### config.mk
export PLATFORM = sky130hd
export DESIGN_NAME = rop_horner_cell
export DESIGN_NICKNAME = d
export VERILOG_FILES = /design/src/rop_horner_cell.sv
export SDC_FILE = /design/constraint.sdc
export NUM_CORES = 1
export LEC_CHECK = 0
export BUFFER_PORTS_ARGS = -buffer_cell sky130_fd_sc_hd__buf_2
export CORE_UTILIZATION = 40
export DETAILED_ROUTE_END_ITERATION = 10
export MAX_ROUTING_LAYER = met4
export PLACE_DENSITY_LB_ADDON = 0.08
export SLEW_MARGIN = 15
export SYNTH_ARGS = -nofsm -noshare
export SYNTH_HDL_FRONTEND = slang
export SYNTH_SLANG_ARGS = --single-unit
### constraint.sdc
create_clock -name clk -period 17.3 [get_ports clk]
set_clock_uncertainty 0.15 [all_clocks]
set_input_delay 1.73 -clock clk [delete_from_list [all_inputs] [get_ports clk]]
set_output_delay 1.73 -clock clk [all_outputs]
set_load 0.01 [all_outputs]
### src/rop_horner_cell.sv
// One Horner cell of the quarter-sine polynomial: registered coef - (acc*x >> 14), or acc*x >> 14 if !SUBTRACT.
`default_nettype none

module rop_horner_cell #(
    parameter logic [15:0] COEF     = 16'd0,
    parameter bit          SUBTRACT = 1'b1
) (
    input  wire logic        clk,
    input  wire logic        en,
    input  wire logic [15:0] acc,
    input  wire logic [14:0] x,
    output logic [15:0]      result
);

    logic [30:0] prod;
    logic [15:0] scaled;
    logic [15:0] result_next;
    logic [15:0] result_reg;

    assign prod   = 31'(acc) * 31'(x);
    assign scaled = prod[29:14];

    always_comb
    begin
        if (SUBTRACT)
        begin
            result_next = COEF - scaled;
        end
        else
        begin
            result_next = scaled;
        end
    end

    always_ff @(posedge clk)
    begin
        if (en)
        begin
            result_reg <= result_next;
        end
    end

    assign result = result_reg;

endmodule

`default_nettype wire

==> flow_summary.yaml <==
cells_and_area:
  multi_input_area_um2: 7480
  drive_gt1_share_pct: 8.02
  diodes: 0
  seqCellArea_um2: 480
  fillers: 2260
  synthToLayoutAreaGrowth_pct: 5.75
  largest_reg_flops: 16
  final_cells: 1303
  layout_common_cells: "inv_1, fa_1, and2_1"
  layout_commonest_cell: "inv_1"
  nets: 1324
timing:
  setup_violations: 0
  drv_slew: 0
  fin_tns_setup_ns: 0
  whs_ns: 1.76
  fin_crit_ns: 8.57
  rsz0062_at_grt: "false"
  finalCritPeriodShare_pct: 49.5
  max_freq_mhz: 117
  hold_viol: 0
  tightest_slew_ns: 0.516
  relSlewSlack_pct: 65.3
detailed_routing:
  vias: 6587
  met3_length_um: 307
  final_antenna_net_count: 0
  viasPerCell: 5.06
  drtIter0Drc: 187
  firstDrtPassIters: 4
  wl_per_cell_um: 16.3
  routed.top_layer: "met4"
  dr_wl_met2_um: 11000
  routed_wl_um: 21200
  drcViolationCount: 0
  drt-met1-wl_um: 9600
clock_network:
  cts.repair.resized: 0
  clkTransAtPathRegs_ns: 0.05
  cts_buffer_depth: 2
  cts_made_buffers: 3
  postCtsSetupBuffers: 0
  clockRootBuffer: "clkbuf_16"
  cts_tree: "built"
  h-tree-depth: 1
  cts_hold_buf: 0
  clock_sinks: 16
status:
  status: "complete, no violations"
floorplan:
  start_util_pct: 40.9
  row_count: 54
  design.core.area_um2: 21800
  die-area_um2: 22900
  pin_count: 49
  chipHeight_um: 151
  dieWidth_um: 151
global_route:
  overflow: 0
  grt.total_usage_pct: 20.2
  antenna_found_initial: 0
  grt_pass1_wl_um: 34800
  grt_pass1_vias: 6820
  grt_max_degree: 17
synth:
  dominantRegCellSynth: "edfxtp_1"
  synth_cells: 1010
  synth_top_area_cell: "fa_1"
  syn_area_um2: 8930
  yosys.cell_types.count: 65
  syn_area_per_cell_um2: 8.84
  ys_warn_count: 0
  yosysSeqAreaShare_pct: 5.38
  synth_nets: 1310
  synth_seq_cells: 16
  synth_area_leaders: "fa_1, ha_1, and2_1, inv_1, nand2_1"
  synth_top_area_share_pct: 39.9
  synth_edf_count: 16
  async_flop_share_pct: 0
worst_hold_path:
  hold_class: "primary input to register"
  worstHoldStart: "en"
  whs_endpoint: "result[11]$_DFFE_PP_"
  holdPathStages: 1
place:
  port_buffers: 48
  gp_congestion: 0.830
  dp.cells: 1299
  dpl.hpwl_um: 17800
setup_path:
  critPathMaxFanout: 15
  crit_arrival_ns: 8.41
  critPathRequiredTime_ns: 17.14
  crit_path_start_kind: "primary input"
  endpoint_kind: "register"
  critPathKind: "primary input to register"
flow_run:
  cap_violations: 0
## kinds of logic (layout without fill, tap and decap cells)
| family | after synthesis | count (layout) | share of synthesized area [%] |
|---|---|---|---|
| simple gates | 346 | 346 | 20.7 |
| fa+ha+maj | 267 | 267 | 52.4 |
| buf+inv | 255 | 268 | 10.8 |
| compound gates | 100 | 100 | 8.10 |
| xor+xnor | 24 | 24 | 2.35 |
| flops | 16 | 16 | 5.38 |
| mux | 2 | 2 | 0.224 |
## cells in the mapped netlist (3+ instances only)
master	n
o211ai_1	5
a211oi_2	3
fa_1	178
o21ai_1	3
clkbuf_1	36
and2_1	135
a31oi_1	4
edfxtp_1	16
a21oi_1	30
and3_1	6
nand2_1	133
o211ai_2	4
a21o_1	4
nand3_1	5
o21bai_1	6
o22ai_1	3
xnor2_1	18
nand4_1	8
ha_1	89
xor2_1	6
a211oi_1	5
inv_1	216
nor2_1	25
nor3_1	6
o21ai_0	13
## area by class of cell
| cell class | count | area share [%] |
|---|---|---|
| multi-input combinational | 739 | 79.2 |
| sequential | 16 | 5.09 |
| clock buffer | 3 | 0.795 |
| tap | 280 | 3.71 |
| inverter | 216 | 8.59 |
| timing repair buffer | 48 | 2.54 |
| clock inverter | 1 | 0.0398 |
## worst max path at each step
stage,end,slack [ns],startpoint,cells after the start
floorplan,result[12]$_DFFE_PP_,9.09,x[0],28
global placement,result[12]$_DFFE_PP_,8.51,acc[12],26
detailed placement,result[12]$_DFFE_PP_,8.44,acc[11],26
CTS,result[12]$_DFFE_PP_,8.68,acc[11],26
global route,result[12]$_DFFE_PP_,8.30,acc[10],28
finish,result[12]$_DFFE_PP_,8.73,acc[11],26
## layer usage
layer	vias to the layer above	global-route usage [%]
met3	21	1.08
met5	-	-
li1	3128	-
met4	0	3.20
met1	3373	26.2
met2	65	35.4
## through the flow
stage / utilization (%) / worst slack [ns] / instance area (um^2)
2_1_floorplan: - / 9.09 / 8930
3_3_place_gp: 42.9 / 8.51 / 9360
3_5_place_dp: 42.9 / 8.44 / 9360
4_1_cts: 43.3 / 8.68 / 9440
5_1_grt: 43.3 / 8.30 / 9440
6_report: 43.3 / 8.73 / 9440
## worst max-delay path, cell delays in order
cell and delay (ns):
buf_2 0.20, and2_1 0.22, fa_1 0.57, inv_1 0.08
fa_1 0.54, inv_1 0.05, fa_1 0.48, fa_1 0.45
fa_1 0.57, inv_1 0.07, fa_1 0.48, inv_1 0.04
ha_1 0.39, and4_4 0.23, and3_4 0.19, a311oi_4 0.35
nor3b_2 0.28, nor2_1 0.09, inv_1 0.06, ha_1 0.18
o221ai_1 0.17, nor3_2 0.36, nand2_1 0.17, nor3_1 0.24
nor3b_2 0.08, xor2_1 0.14
Power is not shown: default switching activity piles up to over one toggle a cycle in this logic, so the estimate is an artifact.
