### src/rop_pkg.sv
// Shared types and constants for the Radon operator entry pipeline.
`default_nettype none

package rop_pkg;

    localparam int PHASE_BITS_DEF = 16;
    localparam int PIPE_STAGES    = 8;

    // Quarter turn in Q14 and the Q15 polynomial coefficients of the sine
    localparam logic [14:0] QUARTER = 15'd16384;
    localparam logic [15:0] COEF_A  = 16'd51472;
    localparam logic [15:0] COEF_B  = 16'd21024;
    localparam logic [15:0] COEF_C  = 16'd2320;
    localparam logic [15:0] SIN_MAX = 16'd32767;

    // Configuration register map
    localparam int CFG_INDEX_W = 2;
    localparam int CFG_DATA_W  = 16;
    localparam logic [CFG_INDEX_W-1:0] REG_CURVE_MODE = 2'd0;
    localparam logic [CFG_INDEX_W-1:0] REG_FREQUENCY  = 2'd1;
    localparam logic [CFG_INDEX_W-1:0] REG_PARAM_STEP = 2'd2;

    // Quadrant codes
    localparam logic [1:0] QUAD_0 = 2'd0;
    localparam logic [1:0] QUAD_1 = 2'd1;
    localparam logic [1:0] QUAD_2 = 2'd2;
    localparam logic [1:0] QUAD_3 = 2'd3;

    typedef struct packed {
        logic [15:0] weight;
        logic [9:0]  trace_index;
        logic [9:0]  param_index;
    } side_t;

    typedef struct packed {
        logic [1:0]  quad;
        logic [14:0] t;
        logic [14:0] tc;
        logic [14:0] t2s;
        logic [14:0] t2c;
        side_t       side;
    } phase_t;

endpackage

`default_nettype wire

### src/rop_phase_unit.sv
// Phase product modulo 2^PHASE_BITS, quadrant split and squared arguments.
`default_nettype none

module rop_phase_unit #(
    parameter int PHASE_BITS = rop_pkg::PHASE_BITS_DEF
) (
    input  wire logic               clk,
    input  wire logic               en,
    input  wire logic signed [15:0] offset,
    input  wire logic signed [15:0] slowness,
    input  wire logic [15:0]        trace_weight,
    input  wire logic [9:0]         trace_index,
    input  wire logic [9:0]         param_index,
    input  wire logic               curve_mode,
    input  wire logic [15:0]        frequency,
    output rop_pkg::phase_t         phase
);
    import rop_pkg::*;

    localparam int PB = PHASE_BITS;

    // Only the low PB bits of the product matter, so every operand is cut to PB bits
    logic [23:0]     off_ext;
    logic [23:0]     slo_ext;
    logic [23:0]     freq_ext;
    logic [PB-1:0]   off_pb;
    logic [PB-1:0]   slo_pb;
    logic [PB-1:0]   freq_pb;
    logic [2*PB-1:0] prod1;
    logic [2*PB-1:0] prod2;
    logic [2*PB-1:0] prod3;
    logic [PB-1:0]   m2_next;
    logic [15:0]     p16;
    logic [14:0]     t;
    logic [14:0]     tc;
    logic [29:0]     sq_s;
    logic [29:0]     sq_c;
    phase_t          phase_next;

    logic [PB-1:0] m1_reg;
    logic [PB-1:0] off1_reg;
    side_t         side1_reg;
    logic [PB-1:0] m2_reg;
    side_t         side2_reg;
    logic [PB-1:0] m3_reg;
    side_t         side3_reg;
    phase_t        phase_reg;

    assign off_ext  = {{8{offset[15]}}, offset};
    assign slo_ext  = {{8{slowness[15]}}, slowness};
    assign freq_ext = {8'd0, frequency};
    assign off_pb   = off_ext[PB-1:0];
    assign slo_pb   = slo_ext[PB-1:0];
    assign freq_pb  = freq_ext[PB-1:0];

    assign prod1   = (2*PB)'(off_pb) * (2*PB)'(slo_pb);
    assign prod2   = (2*PB)'(m1_reg) * (2*PB)'(off1_reg);
    assign m2_next = curve_mode ? prod2[PB-1:0] : m1_reg;
    assign prod3   = (2*PB)'(m2_reg) * (2*PB)'(freq_pb);

    // Scale the wrapped phase to a 16-bit turn fraction
    generate
        if (PB >= 16)
        begin : g_trunc
            assign p16 = m3_reg[PB-1 -: 16];
        end
        else
        begin : g_widen
            assign p16 = {m3_reg, {(16-PB){1'b0}}};
        end
    endgenerate

    assign t    = {1'b0, p16[13:0]};
    assign tc   = QUARTER - t;
    assign sq_s = 30'(t) * 30'(t);
    assign sq_c = 30'(tc) * 30'(tc);

    always_comb
    begin
        phase_next.quad = p16[15:14];
        phase_next.t    = t;
        phase_next.tc   = tc;
        phase_next.t2s  = sq_s[28:14];
        phase_next.t2c  = sq_c[28:14];
        phase_next.side = side3_reg;
    end

    always_ff @(posedge clk)
    begin
        if (en)
        begin
            m1_reg                <= prod1[PB-1:0];
            off1_reg              <= off_pb;
            side1_reg.weight      <= trace_weight;
            side1_reg.trace_index <= trace_index;
            side1_reg.param_index <= param_index;
            m2_reg                <= m2_next;
            side2_reg             <= side1_reg;
            m3_reg                <= prod3[PB-1:0];
            side3_reg             <= side2_reg;
            phase_reg             <= phase_next;
        end
    end

    assign phase = phase_reg;

endmodule

`default_nettype wire

### config.mk
export PLATFORM = sky130hd
export DESIGN_NAME = rop_phase_unit
export DESIGN_NICKNAME = d
export VERILOG_FILES = /design/src/rop_pkg.sv /design/src/rop_phase_unit.sv
export SDC_FILE = /design/constraint.sdc
export NUM_CORES = 2
export LEC_CHECK = 0
export ABC_AREA = 1
export BUFFER_PORTS_ARGS = -buffer_cell sky130_fd_sc_hd__buf_4
export CAP_MARGIN = 20
export CORE_MARGIN = 4
export CORE_UTILIZATION = 55
export DETAILED_ROUTE_END_ITERATION = 12
export PLACE_DENSITY_LB_ADDON = 0.1
export SETUP_SLACK_MARGIN = 0.05
export SYNTH_ARGS = -nofsm -noshare
export SYNTH_HDL_FRONTEND = slang
export SYNTH_SLANG_ARGS = --single-unit
### constraint.sdc
create_clock -name clk -period 8.4 [get_ports clk]
set_clock_uncertainty 0.05 [all_clocks]
set_input_delay 1.26 -clock clk [delete_from_list [all_inputs] [get_ports clk]]
set_output_delay 1.26 -clock clk [all_outputs]
set_load 0.03 [all_outputs]
==> impl_results.html <==
<table>
<tr><th>Metric</th><th>Value</th></tr>
<tr><th colspan="2">Run status</th></tr>
<tr><td>Outcome</td><td>complete, no violations</td></tr>
<tr><th colspan="2">Timing</th></tr>
<tr><td>Crit share post-route</td><td>88.33%</td></tr>
<tr><td>Setup repair after global routing missed its margin</td><td>no</td></tr>
<tr><td>Worst slew slack as a fraction of its limit</td><td>35.70%</td></tr>
<tr><td>Worst Tran Pin Value</td><td>a little under 1000 ps</td></tr>
<tr><td>Summed negative setup slack over all endpoints</td><td>0 ps</td></tr>
<tr><td>Max Clk Rate</td><td>134.8 MHz</td></tr>
<tr><td>Fin. Hold Viols</td><td>0</td></tr>
<tr><td>Max-slew violation count</td><td>0</td></tr>
<tr><td>Final count of negative-setup-slack endpoints</td><td>0</td></tr>
<tr><td>Final critical path time including I/O delays and setup</td><td>about 7400 ps</td></tr>
<tr><th colspan="2">Setup path</th></tr>
<tr><td>Crit path DAT</td><td>7700 ps</td></tr>
<tr><td>Critical path capture point type</td><td>register</td></tr>
<tr><td>Cell mode on critical path</td><td>fa_1</td></tr>
<tr><td>Critical path's largest stage delay</td><td>540 ps</td></tr>
<tr><td>Required time of the critical path</td><td>8680 ps</td></tr>
<tr><td>Critical-path top delay cell</td><td>fa_1</td></tr>
<tr><td>Kind of launch point of the worst setup path</td><td>register</td></tr>
<tr><td>Worst Path Class, Setup</td><td>reg -&gt; reg</td></tr>
<tr><td>Number of cells on the worst reg-to-reg path</td><td>31</td></tr>
<tr><td>Biggest fanout along the worst timing path</td><td>22</td></tr>
<tr><th colspan="2">Detailed routing</th></tr>
<tr><td>Per-cell via count in the routed design</td><td>4.996</td></tr>
<tr><td>Via count</td><td>22619</td></tr>
<tr><td>Detailed route wirelength on metal3</td><td>3084 um</td></tr>
<tr><td>Routed wire length per instance</td><td>15.67 um</td></tr>
<tr><td>Met2 layer wire length in the routed design</td><td>36790 um</td></tr>
<tr><td>Top routing layer used</td><td>met4</td></tr>
<tr><td>Number of iterations in the first detailed-routing pass</td><td>5</td></tr>
<tr><td>Post-route ant nets</td><td>0</td></tr>
<tr><td>Drt first-iter violations</td><td>1206</td></tr>
<tr><td>Detailed-route DRC error count</td><td>0</td></tr>
<tr><td>Met1 routed wirelength after detailed routing</td><td>about 29000 um</td></tr>
<tr><td>Final WL</td><td>70950 um</td></tr>
<tr><th colspan="2">Clock tree</th></tr>
<tr><td>Clock sink count</td><td>267</td></tr>
<tr><td>TritonCTS clock tree</td><td>built</td></tr>
<tr><td>Clock tree buffer depth</td><td>3</td></tr>
<tr><td># Post-CTS Setup Buffers</td><td>0</td></tr>
<tr><td>Clock network latency to the later pin of the worst-skew pair</td><td>approximately 590 ps</td></tr>
<tr><td>Number of buffers created by CTS</td><td>29</td></tr>
<tr><td>Hold_buf cts</td><td>0</td></tr>
<tr><td>CTS H-tree lvls</td><td>1</td></tr>
<tr><td>Clk pin slew, worst setup/hold paths</td><td>60 ps</td></tr>
<tr><td>Clock Root Buffer</td><td>clkbuf_16</td></tr>
<tr><td>Count of instances resized after the clock tree is built</td><td>0</td></tr>
<tr><th colspan="2">Synth</th></tr>
<tr><td>Biggest area contributors in the synthesized netlist</td><td>fa_1 (30%), edfxtp_1 (25%), ha_1 (12%)</td></tr>
<tr><td>Yosys Warn Count</td><td>0</td></tr>
<tr><td>Leading cell type by number of instances after synthesis</td><td>inv_1</td></tr>
<tr><td>Flip-flop and latch count after synthesis</td><td>~270</td></tr>
<tr><td>Count of flip-flops with a built-in enable after synthesis</td><td>about 270</td></tr>
<tr><td>Portion of the post-synthesis area used by sequential elements</td><td>24.55%</td></tr>
<tr><td>Post-synthesis cell type count</td><td>53</td></tr>
<tr><td>Share of async-settable or async-resettable flops after synthesis</td><td>0%</td></tr>
<tr><td>Synth top cells by count</td><td>inv_1 (991), nand2_1 (840), fa_1 (491)</td></tr>
<tr><td>Synthesized area</td><td>32660 um^2</td></tr>
<tr><td>Fraction of synthesized cell area taken by the top area cell type</td><td>30.10%</td></tr>
<tr><td>Largest area contributor in the netlist</td><td>fa_1</td></tr>
<tr><td>Number of cells produced by synthesis</td><td>3605</td></tr>
<tr><td>Primary FF master, synth</td><td>edfxtp_1</td></tr>
<tr><td>Average size of a mapped cell</td><td>just over 9 um^2</td></tr>
<tr><th colspan="2">Die</th></tr>
<tr><td>Die boundary width</td><td>251.7 um</td></tr>
<tr><td>Core area</td><td>58910 um^2</td></tr>
<tr><td>Starting utilization of the core area</td><td>55.44%</td></tr>
<tr><td>Number of placed I/O pins</td><td>185</td></tr>
<tr><td>Cell Rows</td><td>89</td></tr>
<tr><td>Die footprint</td><td>approximately 63000 um^2</td></tr>
<tr><td>Die height</td><td>251.7 um</td></tr>
<tr><th colspan="2">Place</th></tr>
<tr><td>Port Buffers</td><td>182</td></tr>
<tr><td>Routability Congestion</td><td>around 0.90</td></tr>
<tr><td>HPWL Detailed</td><td>57240 um</td></tr>
<tr><th colspan="2">Layout</th></tr>
<tr><td>Area growth from synthesis to layout</td><td>9.100%</td></tr>
<tr><td>Largest register FFs</td><td>95</td></tr>
<tr><td>Layout Nets</td><td>4629</td></tr>
<tr><td>Fraction of layout cells with a size suffix above 1</td><td>7.674%</td></tr>
<tr><th colspan="2">Hold path</th></tr>
<tr><td>Cell depth of the worst min-delay path</td><td>0</td></tr>
<tr><td>Min-Delay Path Class</td><td>reg -&gt; reg</td></tr>
<tr><th colspan="2">Global routing</th></tr>
<tr><td>Wire length of the first global-routing pass</td><td>118800 um</td></tr>
<tr><td>Total gr overflow</td><td>0</td></tr>
<tr><td>Initial antenna violation count</td><td>2</td></tr>
<tr><td>Pin count of the biggest net entering global routing</td><td>186</td></tr>
<tr><td>All-layer global routing usage</td><td>23.18%</td></tr>
<tr><td>Number of global-route vias before repair</td><td>23257</td></tr>
<tr><th colspan="2">Run</th></tr>
<tr><td>Number of violations of the max-capacitance limit</td><td>0</td></tr>
</table>
[stage by stage]
stage / cell area (um^2) / worst slack [ps] / utilization [%] / instances / hold WS [ps]
2_1_floorplan: 32690 / 1850 / - / 3614 / 350.3
3_3_place_gp: 34680 / 1177 / 58.88 / 4473 / 350.2
3_5_place_dp: 34680 / 1061 / 58.88 / 4473 / 354.5
4_1_cts: 35630 / 1039 / 60.48 / 4526 / 364.1
5_1_grt: 35630 / 439.0 / 60.48 / 4526 / 362.0
6_report: 35630 / 979.9 / 60.48 / 4527 / 356.3
[layer usage]
metal	vias to the layer above	track usage (%)
met3	115	2.433
met2	483	41.97
met1	11057	29.85
met5	-	0
met4	0	6.293
li1	10964	-
[final timing paths]
| kind | from | endpoint | slack [ps] |
|---|---|---|---|
| worst max-delay path | m3_reg[0]$_DFFE_PP_ | phase[38]$_DFFE_PP_ | 980 |
| worst min-delay path | side2_reg[13]$_DFFE_PP_ | phase_next[13]$_DFFE_PP_ | 360 |
| worst max register to register | m3_reg[0]$_DFFE_PP_ | phase[38]$_DFFE_PP_ | 980 |
| worst min register to register | side2_reg[13]$_DFFE_PP_ | phase_next[13]$_DFFE_PP_ | 360 |
[critical path, delay by kind of cell, from the launching register on]
kind                     cells  cell delay (ps)
flip-flops                   1              320
adder cells (fa/ha/maj)      8             3700
AND/OR/NAND/NOR             11             1340
XOR/XNOR                     1               60
AO/OA/AOI/OAI                3              640
buffers and inverters        8             1050
[kinds of logic after synthesis]
logic type | count (synthesis) | synth area share [%]
xor+xnor | 105 | 2.874
buf+inv | 1113 | 12.95
simple gates | 1113 | 13.90
compound gates | 194 | 3.337
other cells | 2 | 0.02300
flops | 267 | 24.55
fa+ha+maj | 811 | 42.36
[final cells by class]
cell class                 count  area [um^2]
antenna                        1        2.502
clock buffer                  34        744.5
clock inverter                19        196.4
fill                        5206        23280
inverter                    1004         3772
multi-input combinational   2234        20440
sequential                   267         8018
tap                          773        967.2
timing repair buffer         195         1484
[cells in the final DEF (no fill, tap or decap), types with 6 or more instances in the layout]
cell,synthesis,routed
nor2_4,7,7
nand2_2,10,10
buf_4,3,193
edfxtp_1,267,267
inv_1,991,991
nor2_1,116,116
fa_1,491,491
or2_2,6,6
a21o_1,15,15
nand4_1,14,14
inv_2,10,10
nor3_1,11,11
conb_1,2,11
clkbuf_16,0,29
o21ai_0,53,53
nand3b_1,7,7
a31oi_1,11,11
ha_1,320,320
nand2_1,840,840
clkinv_1,1,7
xnor2_1,42,42
o21bai_1,8,8
nand3_1,76,76
xor2_1,62,62
nor2_2,7,7
a21oi_1,89,89
Power is not shown: default switching activity piles up to over one toggle a cycle in this logic, so the estimate is an artifact.
